[src/hw/rtl/vntd_lerp.sv]
// Two-stage linear blend a + floor(t * (b - a) / 2^16) on signed Q1.30 values.
// Self-contained; no package items are needed.
module vntd_lerp (
  input  logic               clk,
  input  logic signed [31:0] a,
  input  logic signed [31:0] b,
  input  logic [16:0]        t,
  output logic signed [31:0] y_r
);

  logic signed [32:0] diff;
  logic signed [31:0] a_r;
  logic signed [50:0] prod_r;
  logic signed [34:0] step;

  assign diff = 33'(b) - 33'(a);
  assign step = 35'(prod_r >>> 16);

  always_ff @(posedge clk) begin
    a_r    <= a;
    prod_r <= 51'(diff) * 51'($signed({1'b0, t}));
    y_r    <= 32'(35'(a_r) + step);
  end

endmodule

[config.mk]
export PLATFORM = sky130hd
export DESIGN_NAME = vntd_lerp
export DESIGN_NICKNAME = d
export VERILOG_FILES = /design/src/hw/rtl/vntd_lerp.sv
export SDC_FILE = /design/constraint.sdc
export NUM_CORES = 2
export LEC_CHECK = 0
export BUFFER_PORTS_ARGS = -buffer_cell sky130_fd_sc_hd__clkbuf_2
export CAP_MARGIN = 5
export CORE_ASPECT_RATIO = 0.75
export CORE_MARGIN = 2
export CORE_UTILIZATION = 41
export CTS_CLUSTER_DIAMETER = 100
export CTS_CLUSTER_SIZE = 10
export DETAILED_ROUTE_END_ITERATION = 12
export GPL_TIMING_DRIVEN = 0
export SLEW_MARGIN = 25
export SYNTH_ARGS = -nofsm -noshare
export SYNTH_HDL_FRONTEND = slang
export SYNTH_SLANG_ARGS = --single-unit
[constraint.sdc]
create_clock -name clk -period 22.7 [get_ports clk]
set_input_delay 0 -clock clk [delete_from_list [all_inputs] [get_ports clk]]
set_output_delay 0 -clock clk [all_outputs]
set_load 0.02 [all_outputs]
==> metrics <==
status completed; ys async rst share 0; Yosys reg bits 96; first-pass GRT wire length 111000 um; H-Tree Depth 3; most common library cells after synthesis inv_1, fa_1, nand2_1; post-route setup slack 12.26 ns; Core Rows 76; max-cap viol count 0; hold depth 2; Num Clock Sinks 96; Crit path top cell by count fa_1; Fin. Hold Viols 0; die height 212 um; Top Ports 114; multi-input logic area 18900 sq um; largest net degree at the start of global routing 20; Post-Place Cell Area 25200 sq um; post-CTS setup buffer count 0; Layout area overhead 9.64%; Slew Viols, Final 0; layout cell share with drive strength beyond 1 0.0582; startpoint types input pin; Root Driver clkbuf_16; Synthesized Nets 3409; WL final 71200 um; CP arrival 10.72 ns; Crit path largest cell delay 0.76 ns; relative slew slack 0.264; YS warnings 0; buffers added on ports 113; top-area cell type share of the netlist area 0.438; GRT Util Overall 0.251; synth unique cells 70; CTS Buf Count 9; Final Cycle Share 0.460; number of global-route vias before repair 19.6k; Wirelength per Cell 19.9 um; dpl cells 3532; Initial Util 0.413; Die Footprint 59500 sq um; grt ovf 0; Min-Delay Path Class in2reg; Die Wd 281 um; worst path required time 22.97 ns; fmax 95.8 MHz; pin slew with the least headroom to its limit 1.10 ns; hold_buf cts 32; GP Congestion 0.930; vias per cell 5.00; most frequent cell after synthesis inv_1; initial antenna violation count 6; unrepaired setup endpoints after global routing no; worst skew pair latency 0.38 ns; CTS tree done; fin crit period 10.44 ns; Synth area leaders fa_1, inv_1, ha_1; CTS max path bufs 2; register area 1920 sq um; vias post-DR 17.9k; crit path max fanout 10; endpoint type of the worst setup path flip-flop; Post-Layout Inst Area 25900 sq um; Layout Nets 3566; post-synth top area cell fa_1; Fin Setup TNS 0 ns; R2R cell count 13; Core ar. 57100 sq um; register area share after synthesis 0.0814; top_reg_cell synth dfxtp_1; Post-DRT Antenna Nets 0; pre-CTS setup slack 12.55 ns; clock skew 0.0104 ns; dpl hpwl 61200 um; CP Class in2reg; Post-synth EDFFs 0; critical path's slowest cell xnor2_1; DRT Pass-1 Iters 5; remaining design rule violation count 0; non-filler cells, final 3582; post_cts resized 0; area of the mapped netlist 23600 sq um; Fillers 5626; post-synthesis instance total 2638; syn_area_per_cell 8.95 sq um; Clock transition at path regs 0.08 ns; Iteration-0 DRC Markers 1256; setup violators final 0
-- registers in the layout, summed over array words and instances (netlist names) --
register,flops
y_r,32
prod_r,32
a_r,32
-- through the flow --
stage               hold WS (ns)  utilization
global route               0.277        0.453
floorplan                 0.0277            -
finish                     0.281        0.453
global placement           0.121        0.440
detailed placement         0.120        0.441
CTS                        0.257        0.452
-- cell families (layout without fill, tap and decap cells) --
logic type	after synthesis	in the layout	share of synthesized area
AO/OA/AOI/OAI	250	250	0.0707
XOR/XNOR	98	98	0.0373
adder cells (fa/ha/maj)	689	689	0.529
buffers and inverters	747	909	0.119
flip-flops	96	96	0.0814
multiplexers	1	1	0.000424
other	0	2	0
AND/OR/NAND/NOR	757	757	0.162
-- cell usage in the layout (no fill, tap or decap), drive strengths merged, types with 4 or more instances in the layout --
master	instances
o21ai	42
or3	5
a21o	45
xor2	26
nand4	10
nor2	52
inv	661
a2111oi	4
xnor2	71
buf	6
o21a	10
or2	4
nand2	308
a21boi	5
fa	516
nand3	22
dfxtp	96
clkbuf	207
ha	173
and3	5
a21oi	80
nand2b	17
a31oi	6
o31ai	6
a211o	6
o21bai	6
nor2b	34
and2	268
dlygate4sd3	32
a211oi	13
o211ai	4
nor3	17
-- layout make-up --
cell class	count	share of cell area
antenna	2	0.000193
buffer	90	0.0134
clock buffer	9	0.00870
clock inverter	7	0.00377
inverter	657	0.0953
multi-input combinational	1795	0.732
sequential	96	0.0743
tap	780	0.0377
timing repair buffer	146	0.0344
-- critical path: cells and delay by family --
kind,cells,cell delay [ns]
XOR/XNOR,2,0.91
buffers and inverters,6,1.21
adder cells (fa/ha/maj),9,4.13
AND/OR/NAND/NOR,3,0.40
AO/OA/AOI/OAI,15,4.05
-- final timing paths --
kind	start	to	slack (ns)
setup / recovery	a[0]	prod_r[47]	12.26
hold reg to reg	prod_r[16]	y_r[0]	0.47
hold / removal	a[24]	a_r[24]	0.28
setup reg to reg	a_r[0]	y_r[30]	18.85
-- routing by layer --
metal  up-vias  global-route usage  wire length [um]
met3        90              0.0769              7410
met1      8994               0.350             31900
met5         -                   0                26
met4         4              0.0636              1740
li1       8135                   -                 -
met2       670               0.381             30100
Power is left out: the tool's default activity adds up to more than one toggle a clock period on the data nets, which glitch-free logic cannot reach.
