File: src/hw/rtl/vntd_ease.sv
// Two-stage smoothstep weight on a Q0.16 fraction.
// Self-contained; no package items are needed.
module vntd_ease (
  input  logic        clk,
  input  logic [15:0] frac,
  output logic [16:0] u_r
);

  logic [31:0] ff_r;
  logic [17:0] w_r;
  logic [49:0] prod;

  assign prod = 50'(ff_r) * 50'(w_r);

  always_ff @(posedge clk) begin
    ff_r <= 32'(frac) * 32'(frac);
    w_r  <= 18'h30000 - {1'b0, frac, 1'b0};
    u_r  <= prod[48:32];
  end

endmodule

File: config.mk
export PLATFORM = sky130hd
export DESIGN_NAME = vntd_ease
export DESIGN_NICKNAME = d
export VERILOG_FILES = /design/src/hw/rtl/vntd_ease.sv
export SDC_FILE = /design/constraint.sdc
export NUM_CORES = 2
export LEC_CHECK = 0
export ABC_AREA = 1
export BUFFER_PORTS_ARGS = -buffer_cell sky130_fd_sc_hd__buf_4
export CORE_AREA = 5 5 232 234
export DETAILED_ROUTE_END_ITERATION = 6
export DIE_AREA = 0 0 237 239
export PLACE_DENSITY = 0.72
export SKIP_LAST_GASP = 1
export SYNTH_ARGS = -nofsm -noshare
export SYNTH_HDL_FRONTEND = slang
export SYNTH_SLANG_ARGS = --single-unit
File: constraint.sdc
create_clock -name clk -period 6.21 [get_ports clk]
set_input_delay 1.242 -clock clk [delete_from_list [all_inputs] [get_ports clk]]
set_output_delay 1.242 -clock clk [all_outputs]
set_load 0.01 [all_outputs]
==> impl_metrics.env <==
export IMPL_status="finished, final reports clean"
export IMPL_worst_pin_slew_ns=0.871
export IMPL_fin_area_sq_um=29500
export IMPL_ys_ff_latch=64
export IMPL_syn2layout_area_growth_pct=7.27
export IMPL_cts_inserted_buffers=9
export IMPL_critPathCaptureType="flip-flop"
export IMPL_antenna_left=0
export IMPL_cts_tree="yes"
export IMPL_top_usage_layer="met2"
export IMPL_maxCapViolations=0
export IMPL_syn_instance_count=3601
export IMPL_post_drt_wl_per_cell_um=15.6
export IMPL_root_buffer="clkbuf_16"
export IMPL_drtIter0Drc=1360
export IMPL_die_h_um=239
export IMPL_ctsHtreeMaxLevel=3
export IMPL_postCtsSetupBuffers=0
export IMPL_overflow=0
export IMPL_slew_viol_final=0
export IMPL_antenna_found_initial=0
export IMPL_drc=0
export IMPL_rows=84
export IMPL_clock_fmax_mhz=169
export IMPL_yosysUniqueCellTypes=45
export IMPL_min_period_ns=5.90
export IMPL_path_class="flip-flop to flip-flop"
export IMPL_ys_seq_area_share_pct=4.65
export IMPL_synth_area_sq_um=27500
export IMPL_use_met3_pct=3.38
export IMPL_drive_above_1_share_pct=5.72
export IMPL_grt_pass1_wl_mm=116
export IMPL_met2_usage_pct=44.0
export IMPL_rsz0062_at_grt="no"
export IMPL_ys_warn_count=0
export IMPL_synth_top_cell_area_share_pct=43.9
export IMPL_routed_wl_mm=67.4
export IMPL_slew_headroom_pct=41.8
export IMPL_clock_sinks=64
export IMPL_arrival_ns=6.16
export IMPL_placed_area_sq_um=29200
export IMPL_grt_util_met1_pct=32.3
export IMPL_start_util_pct=53.1
export IMPL_crit_required_ns=6.47
export IMPL_hold_path_class="flip-flop to flip-flop"
export IMPL_die_w_um=237
export IMPL_cts_resized=0
export IMPL_die_area_sq_um=56600
export IMPL_drt_vias_per_instance=5.02
export IMPL_startpoint_type="flip-flop"
export IMPL_portBuffers=33
export IMPL_final_nets=4506
export IMPL_crit_path_max_incr_delay_ns=0.77
export IMPL_place_gp_congestion=0.939
export IMPL_syn_area_per_cell_sq_um=7.64
export IMPL_drtPass1Iterations=7
export IMPL_crit_chain="nand2_1 -> fa_1 -> inv_1 -> fa_1 -> inv_1 -> fa_1 -> inv_1 -> fa_1 -> fa_1 -> inv_1 -> fa_1 -> inv_1 -> ha_1 -> a21oi_1 -> inv_1 -> a21oi_1 -> o21ai_0 -> a21oi_1 -> nand3_1 -> nand2_1 -> nand2_1"
export IMPL_worst_path_max_fanout=13
export IMPL_hold_viol=0
export IMPL_ios=34
export IMPL_holdBufCountCts=0
export IMPL_grt_pass1_vias=23700
export IMPL_worstSkewPairLatency_ns=0.38
export IMPL_period_share_pct=95.1
export IMPL_finalSetupViolations=0
export IMPL_hpwl_mm=56.1
export IMPL_cp_slowest_cell="dfxtp_1"
export IMPL_antenna_cells=0
export IMPL_num_vias=21700
export IMPL_synth_top_area_cell="fa_1"
export IMPL_grtUsageTotal_pct=25.2
export IMPL_synth_area_leaders="fa_1 (44%), inv_1 (16%), nand2_1 (12%)"
export IMPL_clkTransAtPathRegs_ns=0.07
export IMPL_clockBufferDepth=2
export IMPL_core_area_sq_um=51800
export IMPL_grt_max_degree=42
export IMPL_fin_skew_ns=0.0172
critical path, delay by kind of cell, from the launching register on:
| kind | cells | cell delay, ns |
|---|---|---|
| buffers and inverters | 6 | 0.31 |
| and+or+nand+nor | 4 | 0.43 |
| AOI/OAI and AO/OA | 4 | 0.94 |
| DFF | 1 | 0.77 |
| adders and majority gates | 7 | 3.32 |
sequential cells by signal (all words and copies together), names as in the netlist:
name / count
ff_r: 31
u_r: 17
w_r: 16
stage by stage:
stage | TNS, ns | worst slack [ns] | utilization (%) | instances | hold slack (ns)
3_3_place_gp | -0.0321 | -0.0321 | 56.3 | 4311 | 1.11
2_1_floorplan | 0 | 0.00169 | - | 3607 | 0.746
5_1_grt | 0 | 0.0270 | 57.0 | 4327 | 1.25
6_report | 0 | 0.307 | 57.0 | 4327 | 1.18
4_1_cts | 0 | 0.348 | 57.0 | 4327 | 1.15
3_5_place_dp | -0.130 | -0.0454 | 56.3 | 4311 | 1.14
layer usage:
| layer | vias up | wire, um |
|---|---|---|
| li1 | 10200 | - |
| met1 | 10600 | 27500 |
| met2 | 758 | 33200 |
| met3 | 204 | 4020 |
| met4 | 0 | 2710 |
| met5 | - | 0 |
Yosys cell counts (all sizes together):
| cell type | instances |
|---|---|
| o21bai | 11 |
| inv | 1165 |
| clkbuf | 131 |
| nor2 | 113 |
| a21oi | 93 |
| dfxtp | 64 |
| fa | 603 |
| a31oi | 4 |
| o21a | 4 |
| nand2 | 910 |
| nor3 | 21 |
| o21ai | 54 |
| nor4 | 9 |
| conb | 2 |
| or2 | 4 |
| xnor2 | 16 |
| xor2 | 40 |
| nand4 | 18 |
| a21o | 8 |
| buf | 12 |
| o211ai | 1 |
| a21boi | 6 |
| nand3 | 57 |
| clkinv | 1 |
| ha | 252 |
| nand3b | 2 |
cells in the final DEF, fill, tap and decap left out, drive strengths merged:
cell type | synthesis | final
a31oi | 4 | 4
ha | 252 | 252
nor4 | 9 | 9
clkinv | 1 | 3
nand2 | 910 | 910
nor2 | 113 | 113
o211ai | 1 | 1
o21ai | 54 | 54
nor3 | 21 | 21
clkbuf | 131 | 10
xnor2 | 16 | 16
fa | 603 | 603
a21boi | 6 | 6
conb | 2 | 8
dfxtp | 64 | 64
buf | 12 | 159
nand3 | 57 | 57
bufinv | 0 | 2
a21o | 8 | 8
nand4 | 18 | 18
o21bai | 11 | 11
a21oi | 93 | 93
inv | 1165 | 1166
nand3b | 2 | 2
clkinvlp | 0 | 1
o21a | 4 | 4
xor2 | 40 | 40
or2 | 4 | 4
kinds of logic after synthesis:
kind of cell    Yosys count  synth area share (%)
buf+inv                1309                  18.0
simple gates           1134                  16.6
fa+ha+maj               855                  55.3
compound gates          181                  3.62
flops                    64                  4.65
xor+xnor                 56                  1.78
other cells               2                0.0273
cell type report:
type / count / area [sq um]
inverters: 1166 / 4390
repair buffers: 159 / 1360
multi-input cells: 2234 / 21300
clock buffers: 10 / 239
well taps: 688 / 861
flip-flops and latches: 64 / 1280
fillers: 4785 / 22300
clock inverters: 6 / 90.1
worst paths after layout:
check | from | to | slack (ns) | cells past startpoint
hold / removal | w_r[3]$_DFF_P_ | u_r[14]$_DFF_P_ | 1.18 | 8
hold reg to reg | w_r[3]$_DFF_P_ | u_r[14]$_DFF_P_ | 1.18 | 8
setup reg to reg | ff_r[25]$_DFF_P_ | u_r[10]$_DFF_P_ | 0.31 | 21
setup / recovery | ff_r[25]$_DFF_P_ | u_r[10]$_DFF_P_ | 0.31 | 21
Power is left out: the tool's default activity adds up to more than one toggle a clock period on the data nets, which glitch-free logic cannot reach.
