**src/hw/rtl/vntd_pkg.sv**
```systemverilog
// Shared types and constants for the value noise terrain density pipeline.
// Used by the hash, top and checker modules under hw/rtl; depends on nothing else.
package vntd_pkg;

  localparam int CfgIdxW = 2;
  localparam int CfgDataW = 24;
  localparam int IndexW = 15;
  localparam int DensW = 17;

  typedef enum logic [CfgIdxW-1:0] {
    CFG_FREQ  = 2'd0,
    CFG_BASE  = 2'd1,
    CFG_AMP   = 2'd2,
    CFG_SHARP = 2'd3
  } cfg_idx_t;

  localparam logic [15:0] FREQ_RST  = 16'd3277;
  localparam logic [23:0] BASE_RST  = 24'd0;
  localparam logic [23:0] AMP_RST   = 24'd2048;
  localparam logic [23:0] SHARP_RST = 24'd65536;

  localparam logic [31:0] HASH_MUL_X = 32'd1619;
  localparam logic [31:0] HASH_MUL_Z = 32'd31337;
  localparam logic [31:0] HASH_C1    = 32'd15731;
  localparam logic [31:0] HASH_C2    = 32'd789221;
  localparam logic [31:0] HASH_C3    = 32'd1376312589;
  localparam logic [31:0] HASH_BIAS  = 32'h4000_0000;

  localparam logic [DensW-1:0] DENS_ONE  = 17'd65536;
  localparam logic [DensW-1:0] DENS_HALF = 17'd32768;

  typedef struct packed {
    logic              valid;
    logic [IndexW-1:0] index;
  } sideband_t;

endpackage

```
**src/hw/rtl/vntd_hash.sv**
```systemverilog
// Four-stage pipelined 32-bit lattice hash producing a signed Q1.30 value.
// Depends on vntd_pkg for the hash constants.
module vntd_hash (
  input  logic               clk,
  input  logic [31:0]        ix,
  input  logic [31:0]        iz,
  output logic signed [31:0] val_r
);

  logic [31:0] seed;
  logic [31:0] n1_r, n2_r, n3_r, sq_r, t_r;
  logic [31:0] m;

  always_comb begin
    seed = ix * vntd_pkg::HASH_MUL_X + iz * vntd_pkg::HASH_MUL_Z;
    m    = n3_r * t_r + vntd_pkg::HASH_C3;
  end

  always_ff @(posedge clk) begin
    n1_r  <= (seed << 13) ^ seed;
    sq_r  <= n1_r * n1_r;
    n2_r  <= n1_r;
    t_r   <= sq_r * vntd_pkg::HASH_C1 + vntd_pkg::HASH_C2;
    n3_r  <= n2_r;
    val_r <= $signed({1'b0, m[30:0]} - vntd_pkg::HASH_BIAS);
  end

endmodule

```
**config.mk**
```make
export PLATFORM = sky130hd
export DESIGN_NAME = vntd_hash
export DESIGN_NICKNAME = d
export VERILOG_FILES = /design/src/hw/rtl/vntd_pkg.sv /design/src/hw/rtl/vntd_hash.sv
export SDC_FILE = /design/constraint.sdc
export NUM_CORES = 2
export LEC_CHECK = 0
export BUFFER_PORTS_ARGS = -buffer_cell sky130_fd_sc_hd__buf_2
export CAP_MARGIN = 10
export CORE_ASPECT_RATIO = 1.25
export CORE_MARGIN = 2
export CORE_UTILIZATION = 62
export CTS_BUF_LIST = sky130_fd_sc_hd__clkbuf_4
export DETAILED_ROUTE_END_ITERATION = 12
export GPL_TIMING_DRIVEN = 0
export PLACE_DENSITY = 0.85
export SYNTH_ARGS = -nofsm -noshare
export SYNTH_HDL_FRONTEND = slang
export SYNTH_SLANG_ARGS = --single-unit
export TNS_END_PERCENT = 100
```
**constraint.sdc**
```tcl
create_clock -name clk -period 8.5 [get_ports clk]
set_input_delay 0.425 -clock clk [delete_from_list [all_inputs] [get_ports clk]]
set_output_delay 0.425 -clock clk [all_outputs]
set_load 0.05 [all_outputs]
```
==> metrics.md <==
| Metric | Value |
|---|---|
| Clock skew | 0.0608 ns |
| Setup_tns | 0 ns |
| Post-Syn Area per Cell | 9.83 µm² |
| Core area | 77200 µm² |
| Post-synth ARST share | 0% |
| Hold Path Sink | n1_r[0] |
| Sink Count | about 180 |
| Max Freq | 119 MHz |
| All-layer global routing usage | 33.8% |
| Clk_lat worst skew | 0.72 ns |
| #FFs+latches synth | 183 |
| Number of fill cells | 5984 |
| Root buf cell | clkbuf_4 |
| Critical path's most frequent cell | fa_1 |
| Cts repair resizes | 0 |
| Per-cell routed wire length | 20.6 µm |
| CP Data Arrival Time | 8.97 ns |
| Clock-pin slew on the worst setup and hold paths | 0.18 ns |
| Dpl cell area | 50000 µm² |
| First-pass GRT wire length | 202000 µm |
| Final setup viols | 0 |
| I/O Pins | 97 |
| Synthesized instance count | ~4900 |
| Max-Cap Viols | 0 |
| Total number of vias | 33100 |
| Design Area, Final | 50400 µm² |
| Finished Layout Cells | 6089 |
| Synth top area share | 47.0% |
| Status | completed |
| Max incr delay on CP | 0.61 ns |
| Die height | 316 µm |
| Worst min-delay path category | in2reg |
| CP startpoint kind | flip-flop |
| GP Congestion | 1.03 |
| Top_reg_cell synth | dfxtp_1 |
| Netlist cell types | 67 |
| Worst R2R Start | n1_r[9] |
| Remaining antenna violation count after routing | 0 |
| CTS Hold Bufs | 0 |
| H-tree levels | 4 |
| Path length in cells of the critical path | 23 |
| Crit path max-delay cell type | buf_1 |
| Pins Over Slew Limit | 0 |
| Post-synth EDFFs | 0 |
| Syn-to-layout area delta | 4.36% |
| CP max FO | 10 |
| DRT iter0 DRCs | 1952 |
| Delay-heaviest family, CP | adder cells |
| Slew of the pin with the lowest slew margin | ~1.0 ns |
| Worst min-delay path startpoint | ix[0] |
| R2R depth | 23 |
| Post-CTS setup buffer count | 0 |
| Synth area leader | fa_1 |
| Vias/cell | roughly 5.4 |
| CP endpoint kind | flip-flop |
| Reg-to-Reg End | sq_r[30] |
| Placed insts | 6051 |
| Dpl hpwl | 109000 µm |
| Final hold vios | 0 |
| CTS Buf Count | 17 |
| Initial antenna violation count | 7 |
| Main area contributors after synthesis | fa_1 (47%), ha_1 (15%), inv_1 (12%), dfxtp_1 (7.6%), and2_1 (4.9%) |
| DRC Markers | 0 |
| Total wire length | 126000 µm |
| Most numerous cell in the Yosys netlist | inv_1 |
| Initial Util | 62.5% |
| CTS tree | built |
| Rows | 114 |
| GRT overflow | 0 |
| Unrepaired setup endpoints after global routing | true |
| Die Wd | ~250 µm |
| Register-to-Register Setup Slack | 0.07 ns |
| Longest Clk Path Bufs | 2 |
| Worst endpoint required time | 9.04 ns |
| Seq/Total Area, Yosys | under 10% |
| Number of global-route vias before repair | 38700 |
| Largest net degree at the start of global routing | 18 |
| Synth warn | 0 |
| Die footprint | ~80000 µm² |
| WP buf/inv | 5 |
| 1st-pass router iterations | 8 |
| Crit-path cells | clkbuf_1 > buf_1 > nand2_1 > fa_1 > inv_1 > fa_1 > fa_1 > inv_1 > fa_1 > inv_1 > ha_1 > ha_1 > fa_1 > fa_1 > ha_1 > o21ai_0 > a32o_1 > o21ai_1 > a221oi_2 > o21ai_1 > a211oi_2 > a21oi_1 > xnor2_1 |
| Critical path class | reg2reg |
| Post-synth top cells | inv_1 (1492), fa_1 (1134), ha_1 (584), and2_1 (379), nand2_1 (361) |
| Final Cycle Share | just under 100% |
| Synthesized cell area | 48300 µm² |
| Slew HR | between 30% and 40% |
| Share of layout cells above drive strength 1 | 3.35% |
| Port Buffers | 94 |
| Fin crit period | 8.43 ns |
| Worst Hold Depth | 2 |
| Nets | approximately 6800 |
==> logic make-up (layout without fill, tap and decap cells) <==
| kind of cell | after synthesis | count (layout) | share of synthesized area [%] |
|---|---|---|---|
| compound gates | 261 | 261 | 3.69 |
| xor+xnor | 262 | 262 | 4.78 |
| fa+ha+maj | 1718 | 1718 | 62.2 |
| buf+inv | 1604 | 1730 | 12.5 |
| flops | 183 | 183 | 7.59 |
| mux | 2 | 2 | 0.0415 |
| other cells | 2 | 11 | 0.0156 |
| simple gates | 878 | 878 | 9.21 |
==> metal layers <==
layer	GRT usage, %	vias to the layer above	routed length, µm	share of wire, %
li1	-	14400	-	-
met1	35.0	16600	40800	32
met2	61.6	1411	65500	52
met3	4.72	601	7610	6.1
met4	25.7	6	11800	9.4
met5	0	-	42	0.033
==> placed cells by master, fill, tap and decap left out, drive strengths merged, types with 12 or more instances in the layout <==
cell	instances
nand2	361
nor2b	12
o21a	20
xor2	61
nand3	21
buf	96
dfxtp	183
a21oi	75
o21ai	40
a21o	44
inv	1497
a211oi	14
nor3	13
nor2	56
xnor2	200
and2	380
clkbuf	128
ha	584
fa	1134
==> stage by stage <==
| stage | hold WS (ns) | worst slack [ns] | util, % |
|---|---|---|---|
| after CTS | 0.232 | 0.0473 | 65.2 |
| final | 0.276 | 0.0731 | 65.3 |
| after global placement | 0.310 | 0.122 | 64.9 |
| after global routing | 0.242 | -0.0136 | 65.2 |
| after floorplan | 0.310 | 1.51 | - |
| after detailed placement | 0.312 | 0.0523 | 64.9 |
==> how the worst max path moves through the flow <==
stage | from | end | slack [ns]
global route | n3_r[1] | val_r[30] | -0.01
CTS | n1_r[5] | sq_r[30] | 0.05
global placement | n3_r[10] | val_r[30] | 0.12
floorplan | n3_r[11] | val_r[29] | 1.51
finish | n1_r[9] | sq_r[30] | 0.07
detailed placement | n3_r[10] | val_r[30] | 0.05
==> layout make-up <==
type / instances / area, µm² / share of cell area (%)
diodes: 6 / 15.0 / 0.0298
plain buffers: 112 / 445 / 0.884
clock buffers: 18 / 135 / 0.268
clock inverters: 14 / 144 / 0.286
inverters: 1492 / 5600 / 11.1
multi-input cells: 3126 / 38600 / 76.6
flip-flops and latches: 183 / 3660 / 7.27
well taps: 1044 / 1310 / 2.59
repair buffers: 94 / 470 / 0.934
==> flip-flops by register name (all words and copies together) (netlist names) <==
| name | flops |
|---|---|
| t_r | 30 |
| sq_r | 30 |
| val_r | 31 |
| n2_r | 30 |
| n3_r | 31 |
| n1_r | 31 |
Power is left out: the tool's default activity adds up to more than one toggle a clock period on the data nets, which glitch-free logic cannot reach.
